### config.mk
export PLATFORM = sky130hd
export DESIGN_NAME = ksc_front
export DESIGN_NICKNAME = d
export VERILOG_FILES = /design/src/rtl/core/kmer_spectrum_counter_unit_assert.svh /design/src/rtl/core/ksc_pkg.sv /design/src/rtl/core/ksc_front.sv
export SDC_FILE = /design/constraint.sdc
export NUM_CORES = 1
export LEC_CHECK = 0
export BUFFER_PORTS_ARGS = -buffer_cell sky130_fd_sc_hd__buf_4
export CORE_MARGIN = 2
export CORE_UTILIZATION = 58
export CTS_CLUSTER_SIZE = 12
export DETAILED_ROUTE_END_ITERATION = 10
export GPL_ROUTABILITY_DRIVEN = 0
export HOLD_SLACK_MARGIN = 0.12
export PLACE_DENSITY_LB_ADDON = 0.3
export SLEW_MARGIN = 20
export SYNTH_ARGS = -nofsm -noshare
export SYNTH_HDL_FRONTEND = slang
export SYNTH_SLANG_ARGS = --single-unit
### constraint.sdc
create_clock -name i_clk -period 3.82 [get_ports i_clk]
set_clock_uncertainty 0.15 [all_clocks]
set_input_delay 0.764 -clock i_clk [delete_from_list [all_inputs] [get_ports i_clk]]
set_output_delay 0.764 -clock i_clk [all_outputs]
set_load 0.05 [all_outputs]
### src/rtl/core/kmer_spectrum_counter_unit_assert.svh
// assertion macros for the tuple counter unit
`ifndef KMER_SPECTRUM_COUNTER_UNIT_ASSERT_SVH
`define KMER_SPECTRUM_COUNTER_UNIT_ASSERT_SVH
`ifndef SYNTHESIS
`define KSC_ASSERT_IMP(lbl, clk, rst_n, ante, cons) \
    lbl: assert property (@(posedge clk) disable iff (!rst_n) (ante) |-> (cons)) \
        else $error("ksc assertion failed");
`define KSC_ASSERT_NXT(lbl, clk, rst_n, ante, cons) \
    lbl: assert property (@(posedge clk) disable iff (!rst_n) (ante) |=> (cons)) \
        else $error("ksc assertion failed");
`else
`define KSC_ASSERT_IMP(lbl, clk, rst_n, ante, cons)
`define KSC_ASSERT_NXT(lbl, clk, rst_n, ante, cons)
`endif
`endif

### src/rtl/core/ksc_pkg.sv
// shared constants and helpers of the tuple counter unit
package ksc_pkg;

    localparam int MAX_TUPLE_LEN_DEF = 10;
    localparam int LEN_W             = 4;
    localparam int CNT_W             = 8;
    localparam int INDEX_W           = 20;
    localparam int CHAR_W            = 8;
    localparam int CFG_INDEX_W       = 2;
    localparam int QUEUE_DEPTH       = 4;
    localparam int OUT_DATA_W        = 32;

    localparam logic [CFG_INDEX_W-1:0] CFG_TUPLE_LENGTH = 2'd0;
    localparam logic [CFG_INDEX_W-1:0] CFG_MULTIPLICITY = 2'd1;

    localparam logic [LEN_W-1:0] TUPLE_LENGTH_RST = 4'd10;
    localparam logic [CNT_W-1:0] MULTIPLICITY_RST = 8'd1;

    localparam logic OP_BASE = 1'b0;
    localparam logic OP_SCAN = 1'b1;

    localparam logic KIND_TUPLE = 1'b0;
    localparam logic KIND_SCAN  = 1'b1;

    localparam logic [CHAR_W-1:0] CHAR_C = 8'h43;
    localparam logic [CHAR_W-1:0] CHAR_G = 8'h47;
    localparam logic [CHAR_W-1:0] CHAR_T = 8'h54;

    localparam logic [1:0] CODE_A = 2'd0;
    localparam logic [1:0] CODE_C = 2'd1;
    localparam logic [1:0] CODE_G = 2'd2;
    localparam logic [1:0] CODE_T = 2'd3;

    function automatic logic [1:0] base_code(input logic [CHAR_W-1:0] ch);
        logic [1:0] code;
        unique case (ch)
            CHAR_C:  code = CODE_C;
            CHAR_G:  code = CODE_G;
            CHAR_T:  code = CODE_T;
            default: code = CODE_A;
        endcase
        return code;
    endfunction

endpackage

### src/rtl/core/ksc_front.sv
// front end: takes items, builds tuples, steps the scan pointer
module ksc_front #(
    parameter int MAX_TUPLE_LEN = ksc_pkg::MAX_TUPLE_LEN_DEF
) (
    input  logic                        i_clk,
    input  logic                        i_rst_n,
    input  logic [ksc_pkg::LEN_W-1:0]   i_len,
    input  logic                        i_clear_done,
    input  logic                        i_q_full,
    input  logic                        s_axis_tvalid,
    output logic                        s_axis_tready,
    input  logic [ksc_pkg::CHAR_W-1:0]  s_axis_tdata,   // base_char
    input  logic                        s_axis_tuser,   // opcode
    output logic                        o_q_push,
    output logic [2*MAX_TUPLE_LEN+1:0]  o_q_data
);

    localparam int IW = 2 * MAX_TUPLE_LEN;

    logic [IW-1:0]             r_acc, n_acc;
    logic [ksc_pkg::LEN_W-1:0] r_pos, n_pos;
    logic [IW-1:0]             r_ptr, n_ptr;

    logic                      w_accept;
    logic [ksc_pkg::LEN_W:0]   w_shamt;
    logic [IW-1:0]             w_mask;
    logic [IW-1:0]             w_acc_shift;
    logic [ksc_pkg::LEN_W-1:0] w_pos_inc;
    logic                      w_complete;
    logic [IW-1:0]             w_ptr_eff;
    logic                      w_last;

    assign s_axis_tready = i_clear_done && !i_q_full;
    assign w_accept      = s_axis_tvalid && s_axis_tready;

    assign w_shamt     = {i_len, 1'b0};
    assign w_mask      = ~({IW{1'b1}} << w_shamt);
    assign w_acc_shift = IW'({r_acc, ksc_pkg::base_code(s_axis_tdata)});
    assign w_pos_inc   = r_pos + 1'b1;
    assign w_complete  = (w_pos_inc >= i_len);
    assign w_ptr_eff   = ((r_ptr & ~w_mask) != '0) ? '0 : r_ptr;
    assign w_last      = (w_ptr_eff == w_mask);

    always_comb begin
        n_acc    = r_acc;
        n_pos    = r_pos;
        n_ptr    = r_ptr;
        o_q_push = 1'b0;
        o_q_data = {1'b0, ksc_pkg::KIND_TUPLE, w_acc_shift & w_mask};
        if (w_accept) begin
            unique case (s_axis_tuser)
                ksc_pkg::OP_BASE: begin
                    if (w_complete) begin
                        o_q_push = 1'b1;
                        n_acc    = '0;
                        n_pos    = '0;
                    end else begin
                        n_acc = w_acc_shift;
                        n_pos = w_pos_inc;
                    end
                end
                ksc_pkg::OP_SCAN: begin
                    o_q_push = 1'b1;
                    o_q_data = {w_last, ksc_pkg::KIND_SCAN, w_ptr_eff};
                    n_ptr    = w_last ? '0 : w_ptr_eff + 1'b1;
                end
                default: ;
            endcase
        end
    end

    always_ff @(posedge i_clk) begin
        if (!i_rst_n) begin
            r_acc <= '0;
            r_pos <= '0;
            r_ptr <= '0;
        end else begin
            r_acc <= n_acc;
            r_pos <= n_pos;
            r_ptr <= n_ptr;
        end
    end

endmodule

=== Yosys cells after proc, flatten, opt, wreduce, memory -nomap -nowiden ===
Cells that the tools add are included.

* Bits in registers: 42
* Latch bits: 0
* RAM bits: 0
* Memory bits (read-only): 0
* Bits of input ports: 18
* Output and inout bits: 24
* Logic and storage cells: 32
* Memories: 0

* $add $sub $neg: 2
* Multiply operators: 0
* Divide/modulo/power cells: 0
* $lt $le $gt $ge: 1
* Equal/unequal tests: 4
* Shifts and indexed selects: 1
* Muxes and demuxes: 10
* Bitwise logic cells: 5
* Reductions and logical operators: 6

{| class="wikitable"
|+ Operator list
! cell !! number
|-
| $mux 22 || 2
|-
| $and 20x20->20 || 2
|-
| $mux 20 || 2
|-
| $not 20->20 || 2
|-
| $eq 8x7->1 const B || 3
|-
| $add 20x1->20 const B || 1
|-
| $eq 20x20->1 || 1
|-
| $reduce_bool 20->1 || 1
|-
| $shl 20x5->20 const A || 1
|-
| $mux 18 || 1
|-
| $pmux 2 s3 || 1
|-
| $add 4x1->4 const B || 1
|-
| $ge 4x4->1 || 1
|-
| $mux 4 || 1
|-
| $reduce_and 2->1 || 2
|-
| $logic_and 1x1->1 || 2
|-
| $mux 1 || 2
|-
| $pmux 1 s2 || 1
|-
| $logic_not 1->1 || 1
|-
| $not 1->1 || 1
|}

=== Logic depth before layout (Yosys ltp) ===
* Depth after elaboration: 9
* Mapped depth: 11
* Mapped depth without buffers: 8

=== Worst setup path before layout ===
No wires, ideal clock.

* Path kind: input to output
* Start: input port i_clear_done
* End: output port o_q_data[14]
* Arrival time: 4.092 ns
* Required time: 2.906 ns
* Path slack: -1.186 ns
* Stages: 7
* Buffers on the path: 2
* Cells stage by stage: nor2b_1 -> nand3_1 -> inv_1 -> buf_2 -> buf_1 -> nand2_1 -> o21ai_0

* Word-level cells in the longest chain between the ends: 3

{| class="wikitable"
|+ Ends and longest elaborated chain
! item !! line !! source
|-
| start, declared || ksc_front.sv:8 || <nowiki>input logic i_clear_done,</nowiki>
|-
| $logic_and 1x1->1 || ksc_front.sv:33 || <nowiki>assign s_axis_tready = i_clear_done && !i_q_full;</nowiki>
|-
| $logic_and 1x1->1 || ksc_front.sv:34 || <nowiki>assign w_accept = s_axis_tvalid && s_axis_tready;</nowiki>
|-
| $mux 22 || ksc_front.sv:50 || <nowiki>if (w_accept) begin</nowiki>
|-
| end, declared || ksc_front.sv:15 || <nowiki>output logic [2*MAX_TUPLE_LEN+1:0] o_q_data</nowiki>
|}

No other way between the ends.

=== Worst setup path after layout ===
* Start: input port i_len[3] (netlist bit)
* End: output port o_q_data[21]

* Word-level cells in the longest chain between the ends: 9

{| class="wikitable"
|+ Ends and longest elaborated chain
! item !! line !! source
|-
| start, declared || ksc_front.sv:7 || <nowiki>input logic [ksc_pkg::LEN_W-1:0] i_len,</nowiki>
|-
| $shl 20x5->20 * || ksc_front.sv:37 || <nowiki>assign w_mask = ~({IW{1'b1}} << w_shamt);</nowiki>
|-
| $not 20->20 * || ksc_front.sv:37 ||
|-
| $not 20->20 || ksc_front.sv:41 || <nowiki>assign w_ptr_eff = ((r_ptr & ~w_mask) != '0) ? '0 : r_ptr;</nowiki>
|-
| $and 20x20->20 || ksc_front.sv:41 ||
|-
| $reduce_bool 20->1 || ksc_front.sv:41 ||
|-
| $mux 20 || ksc_front.sv:41 ||
|-
| $eq 20x20->1 * || ksc_front.sv:42 || <nowiki>assign w_last = (w_ptr_eff == w_mask);</nowiki>
|-
| $mux 22 * || ksc_front.sv:51 || <nowiki>unique case (s_axis_tuser)</nowiki>
|-
| $mux 22 * || ksc_front.sv:50 ||
|}

Every way passes the cells marked *; elsewhere a longest branch is shown, timed or not.

==> flow_metrics.tcl <==
set metrics [dict create \
    period_minus_slack_ps 3550 \
    ys.flop_type "dfxtp_1" \
    grt_start_max_net_pins 48 \
    htreeDepth 2 \
    worstHoldStart "r_acc[1]" \
    cts_tree "done" \
    p_leak_nw 1.20 \
    netlist_instances 360 \
    reg2reg_from "r_ptr[6]" \
    dpl_cell_area_um2 3190 \
    fmax_mhz 282 \
    maxCapViolCount 0 \
    rrSetupSlack_ps 1080 \
    antenna_left 0 \
    start_kind "primary input" \
    cts_sinks 42 \
    syn-num-nets 383 \
    insertion_delay_ps 300 \
    ys_seq_elements 42 \
    cp.arrival_ps 2640 \
    hold_violations 0 \
    tightest_slew_ps 825 \
    maxSlewViolCount 0 \
    nFillCells 392 \
    avgSynthCellArea_um2 7.99 \
    async_flop_share_pct 0 \
    yosys.area.top_type "dfxtp_1" \
    syn_area_um2 2880 \
    final_cell_mix "51 x buf_4, 42 x dfxtp_1, 29 x nand3_1, 27 x nor2b_1, 26 x nand2_1" \
    via_per_inst 6.60 \
    synth_edf_count 0 \
    firstDrtPassIters 6 \
    place_hpwl_um 5770 \
    num_vias 2970 \
    grt_pass1_vias 2611 \
    dieWidth_um 74.4 \
    yosysWarnings 0 \
    drive_above_1_share_pct 20.4 \
    cts_hold_buf 0 \
    wire_per_inst_um 18.1 \
    status "finished clean" \
    numCtsBuffers 5 \
    die_h_um 74.4 \
    dp.cells 442 \
    worstSetupPathType "primary input to output port" \
    overflow 0 \
    fin_area_um2 3300 \
    reg2reg_depth 7 \
    crit_chain "buf_4 -> inv_1 -> and3_1 -> a2111oi_0 -> and3_1 -> mux2i_1 -> nand4b_4 -> nor2_1 -> buf_4" \
    rsz0062_at_grt "false" \
    worst-path-max-fanout 17 \
    synthDistinctLibCells 59 \
    drt_iter0_markers 350 \
    irDropWorstVdd_uv 225 \
    clock-root-buffer "clkbuf_8" \
    crit_family "simple AND/OR/NAND/NOR gates" \
    reg2reg_to "r_ptr[19]" \
    start_util_pct 60.5 \
    finalNonFillerCells 450 \
    synth.top_cell.area_share_pct 29.2 \
    clockBufferDepth 2 \
    synth_area_leaders "dfxtp_1 29%, a22oi_1 6.3%, nor2b_1 6.1%, nand3_1 5.0%, o21ai_0 3.8%" \
    slew_headroom_pct 44.8 \
    crit_buf_inv 3 \
    holdPathStages 2 \
    numPortBuffers 41 \
    tns_ps 0 \
    cp-end-kind "output port" \
    rows 25 \
    area_growth_pct 14.8 \
    routed_wl_um 8130 \
    drt_drc_violations_left 0 \
    setup_viol 0 \
    hp-class "flip-flop to flip-flop" \
    final_nets 405 \
    io_pins 42 \
    cts.clk_slew.worst_paths_ps 80 \
    core_um2 4750 \
    final_common_cell "buf_4" \
    seq_area_frac_synth_pct 29.2 \
    die-area_um2 5540 \
    cts_resized 0 \
    powerDensity_nw_per_um2 269 \
    slowest_delay_ps 460 \
    grt_pass1_wl_um 13000 \
    antenna_cells 0 \
    antenna_found_initial 0 \
    fin_crit_sh_pct 93.0 \
    grt_use_total_pct 30.2 \
    critPathRequiredTime_ps 2910 \
    hold_end "r_acc[1]" \
    cts_setup_buffers 0 \
    crit_path_top_delay_cell "a2111oi_0" \
    finish.utilization_pct 69.4 \
]
[synthesized netlist by cell type, drive strengths merged (3+ instances only)]
cell    number
a31oi        4
o21ai       24
o311ai       4
ha           5
a22oi       24
inv          7
buf         17
nor3         6
nor2b       28
a21o         4
o21a         4
nor2        21
nand2b       5
a21boi       4
a21oi       15
dfxtp       42
nand2       26
nor3b        3
and3         6
nand4        9
nor4         5
o31ai       10
clkbuf      19
nand4b       4
a32o         7
nand3       31
[state kept, by name, summed over array words and instances, names as in the netlist]
register / cells
r_acc: 18
r_pos: 4
r_ptr: 20
[layout make-up]
class	count	area, µm²	share of cell area, %
repair buffers	51	383	11.6
inverters	7	26.3	0.796
multi-input cells	275	1860	56.2
flip-flops and latches	42	841	25.5
clock buffers	8	110	3.34
well taps	67	83.8	2.54
[metrics by stage]
step	hold WS (ps)	worst slack [ps]	total power, mW
2_1_floorplan	307	-348	0.523
3_3_place_gp	328	393	0.551
3_5_place_dp	334	326	0.554
4_1_cts	345	316	0.884
5_1_grt	396	134	0.912
6_report	349	268	0.889
[worst max-delay path by stage]
stage / to / from / slack [ps] / depth (start not counted)
2_1_floorplan: o_q_data[10] / i_len[3] / -350 / 8
3_3_place_gp: o_q_data[21] / i_len[3] / 390 / 9
3_5_place_dp: o_q_data[7] / i_len[3] / 330 / 9
4_1_cts: o_q_data[21] / i_len[3] / 320 / 9
5_1_grt: o_q_data[6] / i_len[3] / 130 / 9
6_report: o_q_data[21] / i_len[3] / 270 / 9
[worst reg2reg max path: stages (launching register included)]
cell and delay [ps]:
dfxtp_1 530, nand2_1 220, nor4_1 650, nand4_1 300
nor4_1 430, a21oi_1 120, o21ai_0 140, a21boi_0 90
[report_power, final]
group / switching, mW / internal (mW)
Clock: 0.160 / 0.183
Combinational: 0.0639 / 0.0388
Sequential: 0.00443 / 0.439
[kinds of logic after synthesis]
| family | Yosys count | synth area share, % |
|---|---|---|
| and+or+nand+nor | 151 | 30.3 |
| AOI/OAI and AO/OA | 115 | 29.9 |
| buffers and inverters | 43 | 7.14 |
| DFF | 42 | 29.2 |
| adders and majority gates | 5 | 2.18 |
| xor gates and xnor gates | 2 | 0.609 |
| muxes | 2 | 0.696 |
[layer usage]
layer  up-vias  GRT usage [%]  wire length [µm]
met5         -              0                 0
met3        24           6.78               707
met4         0           10.3               168
li1       1380              -                 -
met1      1387           42.4              3430
met2       179           45.7              3820
No activity file was read; power rests on OpenSTA's default activity.
