## config.mk

```make
export PLATFORM = sky130hd
export DESIGN_NAME = ksc_queue
export DESIGN_NICKNAME = d
export VERILOG_FILES = /design/src/rtl/core/kmer_spectrum_counter_unit_assert.svh /design/src/rtl/core/ksc_pkg.sv /design/src/rtl/core/ksc_queue.sv
export SDC_FILE = /design/constraint.sdc
export NUM_CORES = 1
export LEC_CHECK = 0
export BUFFER_PORTS_ARGS = -buffer_cell sky130_fd_sc_hd__buf_2
export CELL_PAD_IN_SITES_DETAIL_PLACEMENT = 0
export CELL_PAD_IN_SITES_GLOBAL_PLACEMENT = 1
export CORE_UTILIZATION = 43
export DETAILED_ROUTE_END_ITERATION = 7
export PLACE_DENSITY = 0.71
export SLEW_MARGIN = 20
export SYNTH_ARGS = -nofsm -noshare
export SYNTH_HDL_FRONTEND = slang
export SYNTH_SLANG_ARGS = --single-unit
```

## constraint.sdc

```tcl
create_clock -name i_clk -period 1.6 [get_ports i_clk]
set_input_delay 0 -clock i_clk [delete_from_list [all_inputs] [get_ports i_clk]]
set_output_delay 0 -clock i_clk [all_outputs]
set_load 0.01 [all_outputs]
```

## src/rtl/core/kmer_spectrum_counter_unit_assert.svh

```systemverilog
// assertion macros for the tuple counter unit
`ifndef KMER_SPECTRUM_COUNTER_UNIT_ASSERT_SVH
`define KMER_SPECTRUM_COUNTER_UNIT_ASSERT_SVH
`ifndef SYNTHESIS
`define KSC_ASSERT_IMP(lbl, clk, rst_n, ante, cons) \
    lbl: assert property (@(posedge clk) disable iff (!rst_n) (ante) |-> (cons)) \
        else $error("ksc assertion failed");
`define KSC_ASSERT_NXT(lbl, clk, rst_n, ante, cons) \
    lbl: assert property (@(posedge clk) disable iff (!rst_n) (ante) |=> (cons)) \
        else $error("ksc assertion failed");
`else
`define KSC_ASSERT_IMP(lbl, clk, rst_n, ante, cons)
`define KSC_ASSERT_NXT(lbl, clk, rst_n, ante, cons)
`endif
`endif

```

## src/rtl/core/ksc_pkg.sv

```systemverilog
// shared constants and helpers of the tuple counter unit
package ksc_pkg;

    localparam int MAX_TUPLE_LEN_DEF = 10;
    localparam int LEN_W             = 4;
    localparam int CNT_W             = 8;
    localparam int INDEX_W           = 20;
    localparam int CHAR_W            = 8;
    localparam int CFG_INDEX_W       = 2;
    localparam int QUEUE_DEPTH       = 4;
    localparam int OUT_DATA_W        = 32;

    localparam logic [CFG_INDEX_W-1:0] CFG_TUPLE_LENGTH = 2'd0;
    localparam logic [CFG_INDEX_W-1:0] CFG_MULTIPLICITY = 2'd1;

    localparam logic [LEN_W-1:0] TUPLE_LENGTH_RST = 4'd10;
    localparam logic [CNT_W-1:0] MULTIPLICITY_RST = 8'd1;

    localparam logic OP_BASE = 1'b0;
    localparam logic OP_SCAN = 1'b1;

    localparam logic KIND_TUPLE = 1'b0;
    localparam logic KIND_SCAN  = 1'b1;

    localparam logic [CHAR_W-1:0] CHAR_C = 8'h43;
    localparam logic [CHAR_W-1:0] CHAR_G = 8'h47;
    localparam logic [CHAR_W-1:0] CHAR_T = 8'h54;

    localparam logic [1:0] CODE_A = 2'd0;
    localparam logic [1:0] CODE_C = 2'd1;
    localparam logic [1:0] CODE_G = 2'd2;
    localparam logic [1:0] CODE_T = 2'd3;

    function automatic logic [1:0] base_code(input logic [CHAR_W-1:0] ch);
        logic [1:0] code;
        unique case (ch)
            CHAR_C:  code = CODE_C;
            CHAR_G:  code = CODE_G;
            CHAR_T:  code = CODE_T;
            default: code = CODE_A;
        endcase
        return code;
    endfunction

endpackage

```

## src/rtl/core/ksc_queue.sv

```systemverilog
// small fifo between front end and back end
module ksc_queue #(
    parameter int WIDTH = 8,
    parameter int DEPTH = ksc_pkg::QUEUE_DEPTH
) (
    input  logic             i_clk,
    input  logic             i_rst_n,
    input  logic             i_push,
    input  logic [WIDTH-1:0] i_data,
    input  logic             i_pop,
    output logic [WIDTH-1:0] o_data,
    output logic             o_full,
    output logic             o_empty
);

    localparam int AW = (DEPTH > 1) ? $clog2(DEPTH) : 1;
    localparam int CW = $clog2(DEPTH + 1);

    logic [WIDTH-1:0] r_buf [DEPTH];
    logic [AW-1:0]    r_wr, r_rd;
    logic [CW-1:0]    r_cnt;

    function automatic logic [AW-1:0] ptr_inc(input logic [AW-1:0] p);
        return (p == AW'(DEPTH - 1)) ? '0 : p + 1'b1;
    endfunction

    assign o_full  = (r_cnt == CW'(DEPTH));
    assign o_empty = (r_cnt == '0);
    assign o_data  = r_buf[r_rd];

    always_ff @(posedge i_clk) begin
        if (i_push) begin
            r_buf[r_wr] <= i_data;
        end
    end

    always_ff @(posedge i_clk) begin
        if (!i_rst_n) begin
            r_wr  <= '0;
            r_rd  <= '0;
            r_cnt <= '0;
        end else begin
            if (i_push) begin
                r_wr <= ptr_inc(r_wr);
            end
            if (i_pop) begin
                r_rd <= ptr_inc(r_rd);
            end
            r_cnt <= r_cnt + CW'(i_push) - CW'(i_pop);
        end
    end

endmodule

```

; ---- Yosys cells after proc, flatten, opt, wreduce, memory -nomap -nowiden
; Memory sizes are Yosys's and may differ from the RTL's. A register that Yosys moved wholly into a read port is not among the register bits.
; Index checks and enable logic that the tools add are counted.
; Widths: inputs -> output; s select.
[totals]
register_bits = 7
mem_count = 1
mem_bits_rw = 32
[classes]
add_sub_neg = 4
muxes = 6
eq_ne = 3
reduce_logical = 1
[mem_list]
columns = memory, depth, word_bits, read_ports, rd_ports_with_merged_regs, wr, line_no
row1 = r_buf, 4, 8, 1, 1, 1, ksc_queue.sv:19  ; logic [WIDTH-1:0] r_buf [DEPTH];
[ops]
columns = operator, n
row1 = $mux 2, 4
row2 = $add 2x1->2 const B, 2
row3 = $eq 2x2->1 const B, 2
row4 = $add 3x1->3, 1
row5 = $eq 3x3->1 const B, 1
row6 = $logic_not 3->1, 1
row7 = $sub 3x1->3, 1
row8 = $mux 1, 2

; ---- Longest topological paths before layout
; Gate-level depths: netlist of run 1.
[logic_depth]
ltp_word = 4
mapped_depth = 7

; ---- Worst setup path before layout of run 1
; OpenSTA, ideal clock, no wires.
[synth_path]
path_type = reg2reg
start = register r_cnt[0]
end = register r_cnt[2]
synth_period_minus_slack_ns = 1.507
stages_incl_launch_ff = 8
t_arrival_ns = 1.392
setup_time_ns = 0.116
slack_ns = 0.093
t_required_ns = 1.484
cell_sequence = dfxtp_1 -> inv_1 -> ha_1 -> inv_1 -> ha_1 -> fa_1 -> xor3_1 -> nor2_1
[synth_via]
elab_chain_len = 2
[synth_rtl]
columns = element, line_no
row1 = "start, declared", ksc_queue.sv:21  ; logic [CW-1:0] r_cnt;
row2 = "start signal, assigned", ksc_queue.sv:49  ; r_cnt <= r_cnt + CW'(i_push) - CW'(i_pop);
row3 = $add 3x1->3, ksc_queue.sv:49
row4 = $sub 3x1->3, ksc_queue.sv:49
; No other way between the ends.
; A chain may end at the register's enable or synchronous reset.

; ---- Final worst setup path of run 1
[layout_path]
start = register r_cnt[0]
end = register r_cnt[1]
; The elaborated chain is that of the path after synthesis.

==> impl_metrics.csv, run 1 <==
group,metric,value,unit
run_status,status,"finished, final reports clean",
cts,cts.sink_count,41,
setup_path,cp_max_fo,2,
placed_design,dpl.hpwl,1.62,mm
floorplan,die_h,63.3,um
logic_synthesis,syn-num-nets,106,
logic_synthesis,synth_ff_type,"edfxtp_1",
pwr,p_leak,0.000735,uW
sta,period_minus_slack,1.54,ns
logic_synthesis,synth-edff-count,32,
floorplan,std_cell_rows,21,
min_path,holdPathEnd,"r_wr[1]",
sta,hold_violations,0,
sta,final-setup-viol-count,0,
sta,relSlewSlack,69.0,%
grt,grt_pass1_wl,3.88,mm
layout,drive_gt1_share,35.0,%
grt,grt_remaining_overflow,0,
logic_synthesis,ys_seq_area_share,70.6,%
route,viasPerCell,4.90,
logic_synthesis,async_reset_ff_share,0,%
logic_synthesis,yosysWarnings,0,
logic_synthesis,ys_ff_latch,41,
setup_path,r2r-start,"r_cnt[0]",
cts,cts-buffers-inserted,5,
min_path,hold_start,"i_push",
setup_path,start_kind,"flop",
setup_path,required,1.84,ns
logic_synthesis,synth_area,1620,um2
cts,clk-insertion-delay-late,0.29,ns
layout,final_common_cell,"edfxtp_1",
logic_synthesis,avgSynthCellArea,18.8,um2
floorplan,ios,22,
setup_path,r2r_setup_slack,0.06,ns
sta,holdWs,0.0533,ns
setup_path,reg2reg_to,"r_cnt[1]",
layout,syn2layout_area_growth,21.6,%
cts,htreeDepth,2,
pwr,peakVddDrop,0.470,mV
sta,slew_viol_final,0,
min_path,hold_class,"in -> reg",
setup_path,arrival,1.77,ns
layout,final_nets,142,
logic_synthesis,ys_types,17,
placed_design,placed_area,1770,um2
route,routedWlPerCell,14.5,um
grt,grt_max_degree,14,
setup_path,end_kind,"flop",
route,drt_first_pass_iters,3,
layout,instances_no_fill,169,
setup_path,criticalPathCategory,"reg -> reg",
setup_path,r2r_cells,6,
floorplan,start_util,46.6,%
sta,clock.fmax,651,MHz
layout,stdcell_area,1960,um2
sta,post-route-period-util,96.1,%
cts,path_clk_slew,0.07,ns
cts,postCtsSetupBuffers,0,
pwr,p_per_area,1130,nW/um2
grt,grt_antenna_before_repair,0,
cts,cts_tree,"built",
cts,cts.root.buffer_cell,"clkbuf_8",
grt,grt_use_total,13.9,%
route,ant_nets,0,
route,drtIter0Drc,30,
route,drc,0,
sta,skew,0.00484,ns
logic_synthesis,netlist_instances,86,
placed_design,place_ws,0.00188,ns
route,totalWireLength,2.46,mm
floorplan,core_area,3470,um2
layout,antennaDiodeCount,0,
cts,clock_path_buffers,2,
floorplan,dieWidth,63.3,um
sta,finalSetupTns,0,ns
route,vias,828,
placed_design,gp_congestion,0.678,
sta,worst_slack,0.0629,ns
min_path,min_path_cells,3,
flow_run,drv_cap,0,
placed_design,place_inst,152,
grt,grt_pass1_vias,835,
floorplan,die_area,4010,um2
layout,most-common-layout-cells,"32 x edfxtp_1, 21 x buf_2, 9 x dlygate4sd3_1, 8 x mux4_2, 8 x dfxtp_1",
sta,tightestPinTransition,0.465,ns
placed_design,io_buffers,21,
## synth_stat cells, types with 2 or more instances
cell | n | area (um2)
a21oi_1 | 2 | 10.0
and2_1 | 6 | 37.5
dfxtp_1 | 9 | 180
edfxtp_1 | 32 | 961
ha_1 | 7 | 87.6
inv_1 | 7 | 26.3
mux2i_1 | 2 | 20.0
mux4_2 | 8 | 180
nand2b_1 | 2 | 12.5
nor2_1 | 3 | 11.3
or3b_1 | 2 | 17.5
## layer usage
layer | GRT usage [%] | vias to the layer above | share of wire [%]
met1 | 17.1 | 413 | 43
met3 | 3.26 | 7 | 3.4
met4 | 8.52 | 0 | 2.4
li1 | - | 392 | -
met2 | 22.2 | 16 | 52
met5 | 0 | - | 0
## critical path, cell delays in order, from the launching register on
cell     delay (ns)
dfxtp_2        0.33
inv_1          0.07
ha_4           0.27
inv_2          0.03
ha_2           0.16
fa_2           0.52
and2_1         0.11
## how the worst max path moves through the flow
stage	startpoint	to	slack (ns)	depth (start not counted)
after floorplan	r_cnt[0]	r_cnt[2]	0.09	7
after global placement	r_cnt[0]	r_cnt[2]	0.07	7
after detailed placement	r_cnt[0]	r_cnt[2]	0.002	7
after CTS	r_cnt[0]	r_cnt[1]	0.01	6
after global routing	r_cnt[0]	r_cnt[1]	-0.0006	6
final	r_cnt[0]	r_cnt[1]	0.06	6
## kinds of logic (layout without fill, tap and decap cells)
group / Yosys count / in the layout / synth area share [%]
flip-flops: 41 / 41 / 70.6
AND/OR/NAND/NOR: 15 / 15 / 5.58
adder cells (fa/ha/maj): 8 / 8 / 6.66
multiplexers: 10 / 10 / 12.4
AO/OA/AOI/OAI: 2 / 2 / 0.620
buffers and inverters: 9 / 46 / 2.63
XOR/XNOR: 1 / 1 / 1.47
## report_power, final
group | switching (uW) | total, uW | internal, uW | leakage (uW)
Combinational | 145 | 328 | 183 | 0.000323
Clock | 347 | 647 | 301 | 0.0000439
Sequential | 37.5 | 1250 | 1210 | 0.000369
## stage by stage
step	utilization [%]	power, uW
after floorplan	-	1470
after global placement	51.0	1560
after detailed placement	51.0	1580
after CTS	56.2	2240
after global routing	56.6	2340
final	56.6	2230
## repair_timing
item,4_1_cts,5_1_grt
setup endpoints to repair,2,2
hold endpoints to repair,34,0
hold buffers,9,0
pin swaps,0,0
gates resized for setup,1,4
## layout make-up
cell class,count,area (um2)
flip-flops and latches,41,1140
fillers,294,1500
clock buffers,5,68.8
clock inverters,3,17.5
well taps,46,57.6
multi-input cells,36,449
inverters,7,26.3
repair buffers,31,203
## registers in the layout, summed over array words and instances, names as in the netlist, named ones only
signal and flops:
r_wr 2, r_rd 2, r_buf 32, r_cnt 3
Note: power is estimated with default switching activity, not from simulation.
==> run 2: changes to the inputs <==
Settings changed: CORE_MARGIN from default to 5.
==> impl_metrics.csv, run 2 (synthesized netlist as in run 1, its figures left out) <==
group,metric,value,unit
run_status,status,"finished, final reports clean",
pwr,power.total,2400,uW
route,totalWireLength,2.52,mm
grt,grt_pass1_wl,4.27,mm
pwr,p_comb_share,13.9,%
setup_path,worst_path_max_delay_cell,"fa_2",
sta,clock.fmax,648,MHz
layout,most-common-layout-cells,"32 x edfxtp_1, 21 x buf_2, 9 x dlygate4sd3_1, 8 x mux4_2, 8 x dfxtp_1",
floorplan,std_cell_rows,22,
layout,regArea,1140,um2
min_path,hold_class,"in -> reg",
setup_path,max_stage_delay,0.35,ns
layout,antennaDiodeCount,0,
setup_path,required,1.82,ns
layout,top_regs,"r_buf (32), r_cnt (3)",
sta,period_minus_slack,1.54,ns
route,viasPerCell,4.76,
floorplan,die_h,71.3,um
placed_design,io_buffers,21,
sta,skew,0.00700,ns
floorplan,dieWidth,71.3,um
grt,grt_remaining_overflow,0,
layout,multi_input_area,449,um2
pwr,p_seq_share,52.3,%
setup_path,start_kind,"flop",
layout,final_nets,144,
route,drc,0,
grt,grt_max_degree,15,
floorplan,core_area,3660,um2
setup_path,arrival,1.77,ns
sta,final-setup-viol-count,0,
min_path,min_path_cells,3,
route,ant_nets,0,
pwr,switchingPower,529,uW
setup_path,crit_chain,"inv_2 -> ha_4 -> inv_2 -> ha_2 -> fa_2 -> xor3_1 -> nor2_1",
setup_path,r2r_cells,7,
sta,slew_viol_final,0,
floorplan,ios,22,
layout,final_common_cell,"edfxtp_1",
layout,n_fill_cell,291,
pwr,p_leak,0.000756,uW
layout,utilization,54.9,%
route,routedWlPerCell,14.5,um
setup_path,cp_max_fo,2,
floorplan,die_area,5080,um2
cts,cts.sink_count,41,
sta,relSlewSlack,70.7,%
setup_path,path_delay_family,"adder cells",
cts,cts_tree,"built",
sta,finalSetupTns,0,ns
route,drt_first_pass_iters,4,
route,drtIter0Drc,37,
cts,clk-insertion-delay-late,0.28,ns
setup_path,path_depth,7,
pwr,power.internal,1870,uW
route,vias,824,
cts,cts.root.buffer_cell,"clkbuf_8",
grt,grt_pass1_vias,893,
pwr,sw_frac_of_total,22.1,%
setup_path,path_buf_inv,2,
layout,largest_register_ffs,32,
layout,drive_gt1_share,36.8,%
placed_design,dpl.hpwl,1.71,mm
pwr,p_clk_share,33.9,%
floorplan,start_util,44.1,%
placed_design,gp_congestion,0.646,
cts,path_clk_slew,0.08,ns
setup_path,path_common_cell,"inv_2",
grt,grt_antenna_before_repair,0,
grt,grt_use_total,11.4,%
pwr,p_per_area,1190,nW/um2
sta,hold_violations,0,
sta,post-route-period-util,96.4,%
cts,cts-buffers-inserted,5,
cts,clock_path_buffers,2,
setup_path,end_kind,"flop",
layout,syn2layout_area_growth,24.5,%
setup_path,criticalPathCategory,"reg -> reg",
sta,tightestPinTransition,0.440,ns
layout,regMostFlops,"r_buf",
flow_run,drv_cap,0,
pwr,peakVddDrop,0.672,mV
cts,htreeDepth,2,
## run 2: final timing paths
kind	startpoint	to	slack, ns
setup / recovery	r_cnt[0]	r_cnt[2]	0.06
hold / removal	i_push	r_wr[1]	0.07
hold reg to reg	r_rd[0]	r_rd[0]	0.51
setup reg to reg	r_cnt[0]	r_cnt[2]	0.06
## run 2: repair_timing
item,4_1_cts,5_1_grt
resized for setup,1,5
endpoints found under the hold margin,34,0
buffers inserted,0,1
gates cloned,0,0
endpoints found under the setup margin,1,2
hold buffers,9,0
pin swaps,0,3
## run 2: power by group through the flow
| stage | Clock (uW) | Combinational (uW) | Sequential [uW] |
|---|---|---|---|
| after floorplan | 0 | 210 | 1260 |
| after global placement | 0 | 290 | 1270 |
| after detailed placement | 0 | 307 | 1280 |
| after CTS | 835 | 327 | 1250 |
| after global routing | 891 | 368 | 1260 |
| final | 813 | 332 | 1250 |
## run 2: area by class of cell
cell class	instances	share of cell area, %
Tap cell	48	2.99
Timing Repair Buffer	33	10.8
Multi-Input combinational cell	36	22.3
Inverter	7	1.31
Clock buffer	5	3.42
Sequential cell	41	56.8
Clock inverter	3	2.30
## run 2: worst min-delay path, stage by stage
cell and delay, ns:
buf_2 0.15, mux2i_1 0.09, nor2_1 0.08
## run 2: metal layers
metal,global-route usage [%],vias up,share of wire [%]
met1,13.7,406,40
li1,-,396,-
met4,5.64,0,1.8
met2,18.7,16,53
met5,0,-,0
met3,3.37,6,4.7
## run 2: per-stage QoR
stage / setup WS (ns) / hold WS [ns] / instance area, um2 / std cells
floorplan: 0.0926 / 0.0989 / 1620 / 86
global placement: 0.0718 / 0.212 / 1780 / 155
detailed placement: -0.00181 / 0.218 / 1780 / 155
CTS: 0.0333 / 0.0526 / 1990 / 172
global route: -0.00246 / 0.0820 / 2010 / 173
finish: 0.0571 / 0.0737 / 2010 / 173
